### config.mk
export PLATFORM = sky130hd
export DESIGN_NAME = multichannel_moving_average
export DESIGN_NICKNAME = d
export VERILOG_FILES = /design/src/sv/mcma_pkg.sv /design/src/sv/mcma_ram.sv /design/src/sv/multichannel_moving_average.sv
export SDC_FILE = /design/constraint.sdc
export NUM_CORES = 1
export LEC_CHECK = 0
export BUFFER_PORTS_ARGS = -buffer_cell sky130_fd_sc_hd__clkbuf_2
export CAP_MARGIN = 10
export CORE_MARGIN = 10
export CORE_UTILIZATION = 41
export CTS_CLUSTER_DIAMETER = 80
export CTS_CLUSTER_SIZE = 8
export DETAILED_ROUTE_END_ITERATION = 8
export SLEW_MARGIN = 20
export SYNTH_ARGS = -nofsm -noshare
export SYNTH_HDL_FRONTEND = slang
export SYNTH_SLANG_ARGS = --single-unit
### constraint.sdc
create_clock -name i_clk -period 4.6 [get_ports i_clk]
set_input_delay 0.92 -clock i_clk [delete_from_list [all_inputs] [get_ports i_clk]]
set_output_delay 0.92 -clock i_clk [all_outputs]
set_load 0.01 [all_outputs]
### src/sv/mcma_pkg.sv
// Shared constants for the multichannel moving average block.
package mcma_pkg;

    // Result field widths, fixed by the interface.
    localparam int SLOT_W  = 2;
    localparam int VALUE_W = 12;

    // Default configuration.
    localparam int DEF_CHANNELS    = 4;
    localparam int DEF_WINDOW_LOG2 = 3;
    localparam int DEF_SAMPLE_BITS = 12;

endpackage

### src/sv/mcma_ram.sv
// Generic simple dual-port RAM: one write port, one registered read port.
module mcma_ram #(
    parameter int WIDTH = mcma_pkg::VALUE_W,
    parameter int DEPTH = mcma_pkg::DEF_CHANNELS << mcma_pkg::DEF_WINDOW_LOG2,
    localparam int ADDR_W = (DEPTH > 1) ? $clog2(DEPTH) : 1
) (
    input  logic              i_clk,
    input  logic              i_we,
    input  logic [ADDR_W-1:0] i_wr_addr,
    input  logic [WIDTH-1:0]  i_wr_data,
    input  logic              i_re,
    input  logic [ADDR_W-1:0] i_rd_addr,
    output logic [WIDTH-1:0]  o_rd_data
);
    import mcma_pkg::*;

    logic [WIDTH-1:0] r_mem [DEPTH];
    logic [WIDTH-1:0] r_rd_data;

    always_ff @(posedge i_clk) begin
        if (i_we) begin
            r_mem[i_wr_addr] <= i_wr_data;
        end
    end

    // Hold the read data until the next read.
    always_ff @(posedge i_clk) begin
        if (i_re) begin
            r_rd_data <= r_mem[i_rd_addr];
        end
    end

    assign o_rd_data = r_rd_data;

endmodule

### src/sv/multichannel_moving_average.sv
// Top level of the multichannel boxcar moving average.
//
// Input channel (i_in_valid / o_in_ready, payload i_sample): one converter
// reading per request, attributed to the current slot of a round-robin
// rotation over CHANNELS slots, starting at slot 0 after reset.
// Output channel (o_out_valid / i_out_ready): one result per input request,
// carrying the slot the sample was stored for, the raw sample, the average
// of that slot's last 2^WINDOW_LOG2 samples (running sum >> WINDOW_LOG2)
// and the slot to be sampled next, for the multiplexer select.
//
// Throughput: one request per cycle unless the output stalls, set by the
// single read-modify-write of the window RAM (read at accept, write back
// one stage later). A result then passes through the output register.
// The window RAM has one entry per slot and position; a request at one edge
// never touches the entry that the write stage updates in the same cycle.
// Reset: the rotation, write positions and running sums clear at once. The
// window RAM is not swept; a per-slot full flag makes entries of a slot that
// has not yet wrapped read as zero, so no clearing pass is needed.
// Stall: a stalled output holds its register; the write stage still takes
// one more request, then o_in_ready drops until the receiver takes a result.
module multichannel_moving_average #(
    parameter int CHANNELS    = mcma_pkg::DEF_CHANNELS,
    parameter int WINDOW_LOG2 = mcma_pkg::DEF_WINDOW_LOG2,
    parameter int SAMPLE_BITS = mcma_pkg::DEF_SAMPLE_BITS
) (
    input  logic                        i_clk,
    input  logic                        i_rst_n,
    input  logic                        i_in_valid,
    output logic                        o_in_ready,
    input  logic [mcma_pkg::VALUE_W-1:0] i_sample,
    output logic                        o_out_valid,
    input  logic                        i_out_ready,
    output logic [mcma_pkg::SLOT_W-1:0]  o_channel,
    output logic [mcma_pkg::VALUE_W-1:0] o_live_value,
    output logic [mcma_pkg::VALUE_W-1:0] o_average,
    output logic [mcma_pkg::SLOT_W-1:0]  o_next_slot
);
    import mcma_pkg::*;

    localparam int CH_W    = (CHANNELS > 1) ? $clog2(CHANNELS) : 1;
    localparam int WIN_LEN = 1 << WINDOW_LOG2;
    localparam int VAL_W   = (SAMPLE_BITS < VALUE_W) ? SAMPLE_BITS : VALUE_W;
    localparam int SUM_W   = VAL_W + WINDOW_LOG2;
    localparam int DEPTH   = CHANNELS * WIN_LEN;
    localparam int RAM_AW  = (DEPTH > 1) ? $clog2(DEPTH) : 1;
    localparam int FULL_AW = CH_W + WINDOW_LOG2;

    localparam logic [CH_W-1:0]        LAST_SLOT = CH_W'(CHANNELS - 1);
    localparam logic [WINDOW_LOG2-1:0] LAST_POS  = WINDOW_LOG2'(WIN_LEN - 1);

    // Rotation and per-slot bookkeeping.
    logic [CH_W-1:0]        r_slot;
    logic [WINDOW_LOG2-1:0] r_wpos [CHANNELS];
    logic [CHANNELS-1:0]    r_full;
    logic [SUM_W-1:0]       r_sum  [CHANNELS];

    // Write-back stage.
    logic                   r_s1_valid;
    logic [CH_W-1:0]        r_s1_ch;
    logic [CH_W-1:0]        r_s1_next;
    logic [VAL_W-1:0]       r_s1_val;
    logic                   r_s1_full;
    logic [RAM_AW-1:0]      r_s1_addr;

    // Output register.
    logic                   r_o_valid;
    logic [CH_W-1:0]        r_o_ch;
    logic [CH_W-1:0]        r_o_next;
    logic [VAL_W-1:0]       r_o_val;
    logic [VAL_W-1:0]       r_o_avg;

    logic                   in_accept;
    logic                   s1_adv;
    logic [VAL_W-1:0]       in_val;
    logic [WINDOW_LOG2-1:0] cur_pos;
    logic [CH_W-1:0]        next_slot;
    logic [FULL_AW-1:0]     full_addr;
    logic [RAM_AW-1:0]      rd_addr;
    logic [VAL_W-1:0]       ram_rd_data;
    logic [VAL_W-1:0]       old_val;
    logic [SUM_W-1:0]       n_sum;
    logic [CH_W+SLOT_W-1:0]   ch_ext;
    logic [CH_W+SLOT_W-1:0]   next_ext;
    logic [VAL_W+VALUE_W-1:0] val_ext;
    logic [VAL_W+VALUE_W-1:0] avg_ext;

    // Handshake: the write stage advances whenever the output register is free.
    assign s1_adv     = r_s1_valid && (!r_o_valid || i_out_ready);
    assign o_in_ready = !r_s1_valid || s1_adv;
    assign in_accept  = i_in_valid && o_in_ready;

    // Drop sample bits above SAMPLE_BITS.
    assign in_val    = i_sample[VAL_W-1:0];
    assign cur_pos   = r_wpos[r_slot];
    assign next_slot = (r_slot == LAST_SLOT) ? '0 : r_slot + 1'b1;
    assign full_addr = {r_slot, cur_pos};
    assign rd_addr   = full_addr[RAM_AW-1:0];

    // A slot that has not wrapped yet has never written the entry it reads.
    assign old_val = r_s1_full ? ram_rd_data : '0;
    assign n_sum   = r_sum[r_s1_ch] - SUM_W'(old_val) + SUM_W'(r_s1_val);

    mcma_ram #(
        .WIDTH (VAL_W),
        .DEPTH (DEPTH)
    ) u_window_ram (
        .i_clk     (i_clk),
        .i_we      (s1_adv),
        .i_wr_addr (r_s1_addr),
        .i_wr_data (r_s1_val),
        .i_re      (in_accept),
        .i_rd_addr (rd_addr),
        .o_rd_data (ram_rd_data)
    );

    // Advance the rotation and the slot's write position at accept.
    always_ff @(posedge i_clk) begin
        if (!i_rst_n) begin
            r_slot <= '0;
            r_full <= '0;
            for (int c = 0; c < CHANNELS; c++) begin
                r_wpos[c] <= '0;
            end
        end else if (in_accept) begin
            r_slot         <= next_slot;
            r_wpos[r_slot] <= cur_pos + 1'b1;
            if (cur_pos == LAST_POS) begin
                r_full[r_slot] <= 1'b1;
            end
        end
    end

    // Running sums update as the write stage retires.
    always_ff @(posedge i_clk) begin
        if (!i_rst_n) begin
            for (int c = 0; c < CHANNELS; c++) begin
                r_sum[c] <= '0;
            end
        end else if (s1_adv) begin
            r_sum[r_s1_ch] <= n_sum;
        end
    end

    always_ff @(posedge i_clk) begin
        if (!i_rst_n) begin
            r_s1_valid <= 1'b0;
        end else if (in_accept) begin
            r_s1_valid <= 1'b1;
        end else if (s1_adv) begin
            r_s1_valid <= 1'b0;
        end
    end

    always_ff @(posedge i_clk) begin
        if (in_accept) begin
            r_s1_ch   <= r_slot;
            r_s1_next <= next_slot;
            r_s1_val  <= in_val;
            r_s1_full <= r_full[r_slot];
            r_s1_addr <= rd_addr;
        end
    end

    always_ff @(posedge i_clk) begin
        if (!i_rst_n) begin
            r_o_valid <= 1'b0;
        end else if (s1_adv) begin
            r_o_valid <= 1'b1;
        end else if (i_out_ready) begin
            r_o_valid <= 1'b0;
        end
    end

    always_ff @(posedge i_clk) begin
        if (s1_adv) begin
            r_o_ch   <= r_s1_ch;
            r_o_next <= r_s1_next;
            r_o_val  <= r_s1_val;
            r_o_avg  <= n_sum[SUM_W-1:WINDOW_LOG2];
        end
    end

    // Fit internal widths to the fixed result fields.
    assign ch_ext   = {{SLOT_W{1'b0}}, r_o_ch};
    assign next_ext = {{SLOT_W{1'b0}}, r_o_next};
    assign val_ext  = {{VALUE_W{1'b0}}, r_o_val};
    assign avg_ext  = {{VALUE_W{1'b0}}, r_o_avg};

    assign o_out_valid  = r_o_valid;
    assign o_channel    = ch_ext[SLOT_W-1:0];
    assign o_next_slot  = next_ext[SLOT_W-1:0];
    assign o_live_value = val_ext[VALUE_W-1:0];
    assign o_average    = avg_ext[VALUE_W-1:0];

    // The write-back and the new read never hit the same window entry.
    a_no_same_entry: assert property (@(posedge i_clk) disable iff (!i_rst_n)
        (s1_adv && in_accept) |-> (r_s1_addr != rd_addr))
        else $error("window RAM read and write collide");

    // An accepted request always occupies the write stage next cycle.
    a_accept_fills_s1: assert property (@(posedge i_clk) disable iff (!i_rst_n)
        in_accept |=> r_s1_valid)
        else $error("accepted request lost before write-back");

    // A retiring write stage always lands in the output register.
    a_s1_lands: assert property (@(posedge i_clk) disable iff (!i_rst_n)
        s1_adv |=> r_o_valid)
        else $error("write-back result lost before output");

    // A stalled write stage stays valid and keeps its RAM address.
    a_s1_hold: assert property (@(posedge i_clk) disable iff (!i_rst_n)
        (r_s1_valid && !s1_adv) |=> (r_s1_valid && $stable(r_s1_addr)))
        else $error("write stage changed while stalled");

endmodule

# Yosys cells after proc, flatten, opt, wreduce, memory -nomap -nowiden
# Memories as Yosys holds them, arrays and structs flattened. A register that Yosys moved wholly into a read port is not among the register bits.
# Cells that the tools add are included.
dict set report totals {
  ff_bits 58
  mem_bits_rw 456
  input_bits 16
  out_inout_bits 30
  elab_cells 64
  n_memories 3
}
# memory depth word_bits read_ports rd_ports_with_merged_regs write_ports line_no
set memory_table {}
lappend memory_table {u_window_ram.r_mem 32 12 1 1 1 mcma_ram.sv:17} ;# logic [WIDTH-1:0] r_mem [DEPTH];
lappend memory_table {r_sum 4 15 1 1 4 multichannel_moving_average.sv:55} ;# logic [SUM_W-1:0] r_sum [CHANNELS];
lappend memory_table {r_wpos 4 3 1 1 4 multichannel_moving_average.sv:53} ;# logic [WINDOW_LOG2-1:0] r_wpos [CHANNELS];
dict set report op_classes {
  addsub 4
  magnitude_cmp 2
  eq_ne 2
  muxes 27
  bitwise_logic 1
  n_reduce_logical 12
}
# op n
set op_table {}
lappend op_table {{$mux 1} 16}
lappend op_table {{$add 15x12->15} 1}
lappend op_table {{$mux 15} 1}
lappend op_table {{$reduce_or 15->1} 1}
lappend op_table {{$sub 15x12->15} 1}
lappend op_table {{$mux 12} 1}
lappend op_table {{$mux 2} 6}
lappend op_table {{$or 4x4->4} 1}
lappend op_table {{$reduce_bool 2->1} 2}
lappend op_table {{$add 3x1->3 const B} 1}
lappend op_table {{$eq 3x3->1 const B} 1}
lappend op_table {{$logic_and 1x1->1} 3}
lappend op_table {{$lt 2x3->1 const B} 1}
lappend op_table {{$mux 3} 1}
lappend op_table {{$reduce_or 3->1} 1}
lappend op_table {{$add 2x1->2 const B} 1}
lappend op_table {{$bmux 1 s2} 1}
lappend op_table {{$demux 1 s2} 1}
lappend op_table {{$eq 2x2->1 const B} 1}
lappend op_table {{$ge 2x1->1 const B} 1}
lappend op_table {{$logic_not 1->1} 2}
lappend op_table {{$logic_or 1x1->1} 2}
lappend op_table {{$reduce_and 2->1} 1}

# Depth between registers and ports, before layout
dict set report depth {
  word_depth 10
  ltp_mapped 14
  ltp_nobuf 13
}

# By module
# Synthesis repeated with hierarchy kept, for this count alone.
dict set report unflattened {
  cells_unflattened 1402
  area_unflattened_um2 22312.6
}
# mod n_inst cells_each area_each_um2 seq_area_each_um2
set modules_own_cells {}
lappend modules_own_cells {mcma_ram 1 868 15588.7 11891.4}
lappend modules_own_cells {multichannel_moving_average 1 534 6723.9 3843.7}

# Least setup slack after synthesis
# OpenSTA, ideal clock, no wires.
dict set report synth_timing {
  kind {reg2reg}
  startpoint {reg (tool-made name)}
  endpoint {mem r_sum[0][13] (netlist name) (data pin)}
  setup_time_ns 0.268
  arrival_time_ns 3.325
  required_ns 4.332
  setup_slack_ns 1.008
  stages_incl_launch_ff 14
  path_buffers 2
  period_less_slack_ns 3.592
  cell_sequence {dfxtp_1 -> buf_6 -> buf_2 -> mux4_2 -> inv_1 -> fa_1 -> inv_1 -> ha_1 -> and4_1 -> and2_1 -> a2111o_1 -> and3_1 -> a311oi_2 -> nor2_1}
}
# element line_no
set synth_lines {}
lappend synth_lines {{to (decl)} multichannel_moving_average.sv:55}

==> results.yml <==
outcome:
  outcome: "finished clean"
yosys:
  netlist_area_um2: 21600
  muxShareOfSynthArea_pct: 6.654
  yosys_register_bits: 528
  yosys.area_share.simple_pct: 8.768
  ys.warnings.count: 0
  synthAdderAreaFrac_pct: 2.328
  synth.avg_cell_area_um2: 14.94
  synth.distinct_cells: 53
  synth_enable_flop_cells: 516
  synth-compound-area-share_pct: 6.017
  synth-seq-area-share_pct: 72.83
  synth_nets: 1495
  async_flop_share_pct: 0
  synthCells: 1446
  synth-xor-area-share_pct: 0.4459
  synth_top_family_by_area: "simple AND/OR/NAND/NOR gates"
  ys.flop_type: "edfxtp_1"
cells_and_area:
  fillerInstances: 4527
  final_cell_mix: "edfxtp_1, nand2_1, mux2i_1"
  fin_util_pct: 47.36
  nets: 1609
  areaGrowthSynthToFinish_pct: 14.74
  drive_above_1_share_pct: 13.71
  final_common_cell: "edfxtp_1"
clock_network:
  cts_resized: 0
  clk_pin_slew_worst_paths_ps: 50
  clk_latency_ps: 590
  cts_buffer_depth: 3
  post_cts_buffers: 0
  htreeDepth: 3
  clock-sinks: 528
  clockRootBuffer: "clkbuf_16"
  cts_tree: "built"
  cts_hold_buf: 0
  cts_inserted_buffers: 75
critical_path:
  r2r_slack_ps: 820
  start_kind: "flip-flop"
  cp.arrival_ps: 4080
  critPathMaxFanout: 10
  cp-endpoint: "r_sum[3][6]$_DFFE_PP_"
  critPathKind: "reg2reg"
  r2r-end: "r_sum[3][6]$_DFFE_PP_"
  end_kind: "flip-flop"
  required_ps: 4890
  r2r_cells: 14
pwr:
  p_sw_mw: 2.933
  p_leak_nw: 8.734
  max-vdd-ir-drop_mv: 0.2553
  seq_power_share_pct: 46.8
  pwr-share-comb_pct: 13.1
  report.power.total_mw: 11.87
  p_sw_share_pct: 24.71
  p_clk_share_pct: 40.1
  power.density_nw_per_um2: 478.8
  internal-power_mw: 8.936
timing:
  maxClockFrequency_mhz: 264.2
  setup_viol_count_final: 0
  max_slew_margin_pct: 29.83
  period_share_pct: 82.28
  tightest_slew_ps: 1049
  hold_violations: 0
  skew_ps: 31.88
  fin_ws_ps: 815.1
  period_minus_slack_ps: 3785
  rsz0062_at_grt: "no"
  final_max_slew_viol_count: 0
  setup_tns_ps: 0
min_path:
  min-delay-start: "r_s1_next[1]$_DFFE_PP_"
  hp-class: "reg2reg"
global_route:
  overflow: 0
  antenna_found_initial: 0
  grt_pass1_wl_um: 78220
  grt_pass1_vias: 12415
  grt.total_usage_pct: 16.51
  grt_max_degree: 87
placed_design:
  io_buffers: 45
  dp_worst_setup_slack_ps: 853.5
  routabilityCongestion: 0.8110
  dp_hpwl_um: 32150
floorplan:
  io_pins: 46
  die_h_um: 249.6
  coreArea_um2: 52340
  initial_utilization_pct: 41.28
  dieArea_um2: 62280
  die_x_um: 249.6
  num_rows: 84
drt:
  ant_nets: 0
  first_pass_iters: 5
  wire_per_inst_um: 23.03
  via_count: 12298
  drtIter0Drc: 1212
  viasPerCell: 5.432
  drt_wl_total_um: 52150
  drc: 0
flow_run:
  maxCapViolations: 0
==> power by group through the flow <==
stage                     registers (mW)  logic, mW  clock network (mW)
after floorplan                     5.65       1.06                   0
after global placement              5.64       1.54                   0
after detailed placement            5.64       1.56                   0
after CTS                           5.55       1.57                4.89
after global routing                5.56       1.72                5.07
final                               5.55       1.55                4.76
==> area by class of cell <==
type | count | area [µm²] | share of cell area (%)
sequential | 528 | 15740 | 63.48
multi-input combinational | 781 | 5231 | 21.10
clock buffer | 90 | 1954 | 7.884
tap | 688 | 860.8 | 3.473
timing repair buffer | 105 | 713.2 | 2.877
inverter | 69 | 266.5 | 1.075
clock inverter | 2 | 25.02 | 0.1009
antenna | 1 | 2.502 | 0.01009
==> synthesized netlist by cell type (4+ instances only) <==
cell type / number / area, µm²
or2_2: 4 / 25.02
o21ai_0: 11 / 55.05
inv_1: 67 / 251.5
buf_2: 19 / 95.09
xnor2_1: 5 / 43.79
a311oi_1: 12 / 105.1
edfxtp_1: 516 / 15490
buf_6: 5 / 56.30
a21oi_1: 70 / 350.3
mux4_2: 18 / 405.4
nor2_1: 88 / 330.3
xor2_1: 6 / 52.55
and3_1: 14 / 87.58
nor3_1: 7 / 35.03
buf_4: 16 / 120.1
nor4_1: 24 / 150.1
nand2b_1: 4 / 25.02
mux2i_1: 102 / 1021
clkbuf_1: 28 / 105.1
o22ai_1: 49 / 306.5
a211oi_1: 25 / 187.7
ha_1: 21 / 262.8
dfxtp_1: 12 / 240.2
nand3_1: 23 / 115.1
fa_1: 12 / 240.2
and2_1: 29 / 181.4
a31oi_1: 20 / 125.1
nand2_1: 182 / 683.2
nor2b_1: 23 / 143.9
==> state kept, by name, indices dropped and copies added (netlist names), 2 cells and up, named ones only <==
name,count
o_average,12
r_slot,2
r_s1_next,2
o_live_value,12
o_channel,2
u_window_ram.o_rd_data,12
u_window_ram.r_mem,384
r_s1_val,12
r_full,4
r_s1_ch,2
r_s1_addr,3
r_sum,60
r_wpos,12
o_next_slot,2
==> how the worst min path moves through the flow <==
stage / to / slack [ps] / cells past startpoint
floorplan: o_next_slot[0]$_DFFE_PP_ / 400 / 0
global placement: o_next_slot[1]$_DFFE_PP_ / 410 / 0
detailed placement: o_next_slot[1]$_DFFE_PP_ / 410 / 0
CTS: o_next_slot[1]$_DFFE_PP_ / 420 / 0
global route: o_next_slot[1]$_DFFE_PP_ / 430 / 0
finish: o_next_slot[1]$_DFFE_PP_ / 420 / 0
==> kinds of logic (layout without fill, tap and decap cells) <==
family                   Yosys count  count (layout)
adder cells (fa/ha/maj)           33              33
AO/OA/AOI/OAI                    204             204
buffers and inverters            137             266
AND/OR/NAND/NOR                  412             412
flip-flops                       528             528
multiplexers                     121             121
XOR/XNOR                          11              11
other                              0               1
==> stage by stage <==
stage	std cells	hold WS, ps	area (µm²)
3_5_place_dp	2171	405.6	22810
3_3_place_gp	2171	407.6	22810
4_1_cts	2263	418.3	24790
2_1_floorplan	1446	400.3	21600
6_report	2264	421.7	24790
5_1_grt	2263	425.6	24790
==> worst max-delay path, stage by stage (launching register included) <==
cell and delay (ps):
dfxtp_1 640, buf_4 270, mux4_2 300, inv_1 70, ha_1 220, inv_1 60, ha_1 170, inv_1 70
fa_1 460, nor2b_1 130, o21ai_0 130, a21boi_0 230, o21ai_0 140, a21boi_0 480, nor3_1 120
==> routing by layer <==
| layer | track usage (%) | up-vias | routed length (µm) |
|---|---|---|---|
| met5 | 0 | - | 0 |
| met3 | 2.849 | 80 | 3024 |
| met2 | 27.08 | 403 | 25430 |
| li1 | - | 5629 | - |
| met1 | 21.49 | 6186 | 22170 |
| met4 | 6.459 | 0 | 1526 |
(Power assumes the default switching activity.)
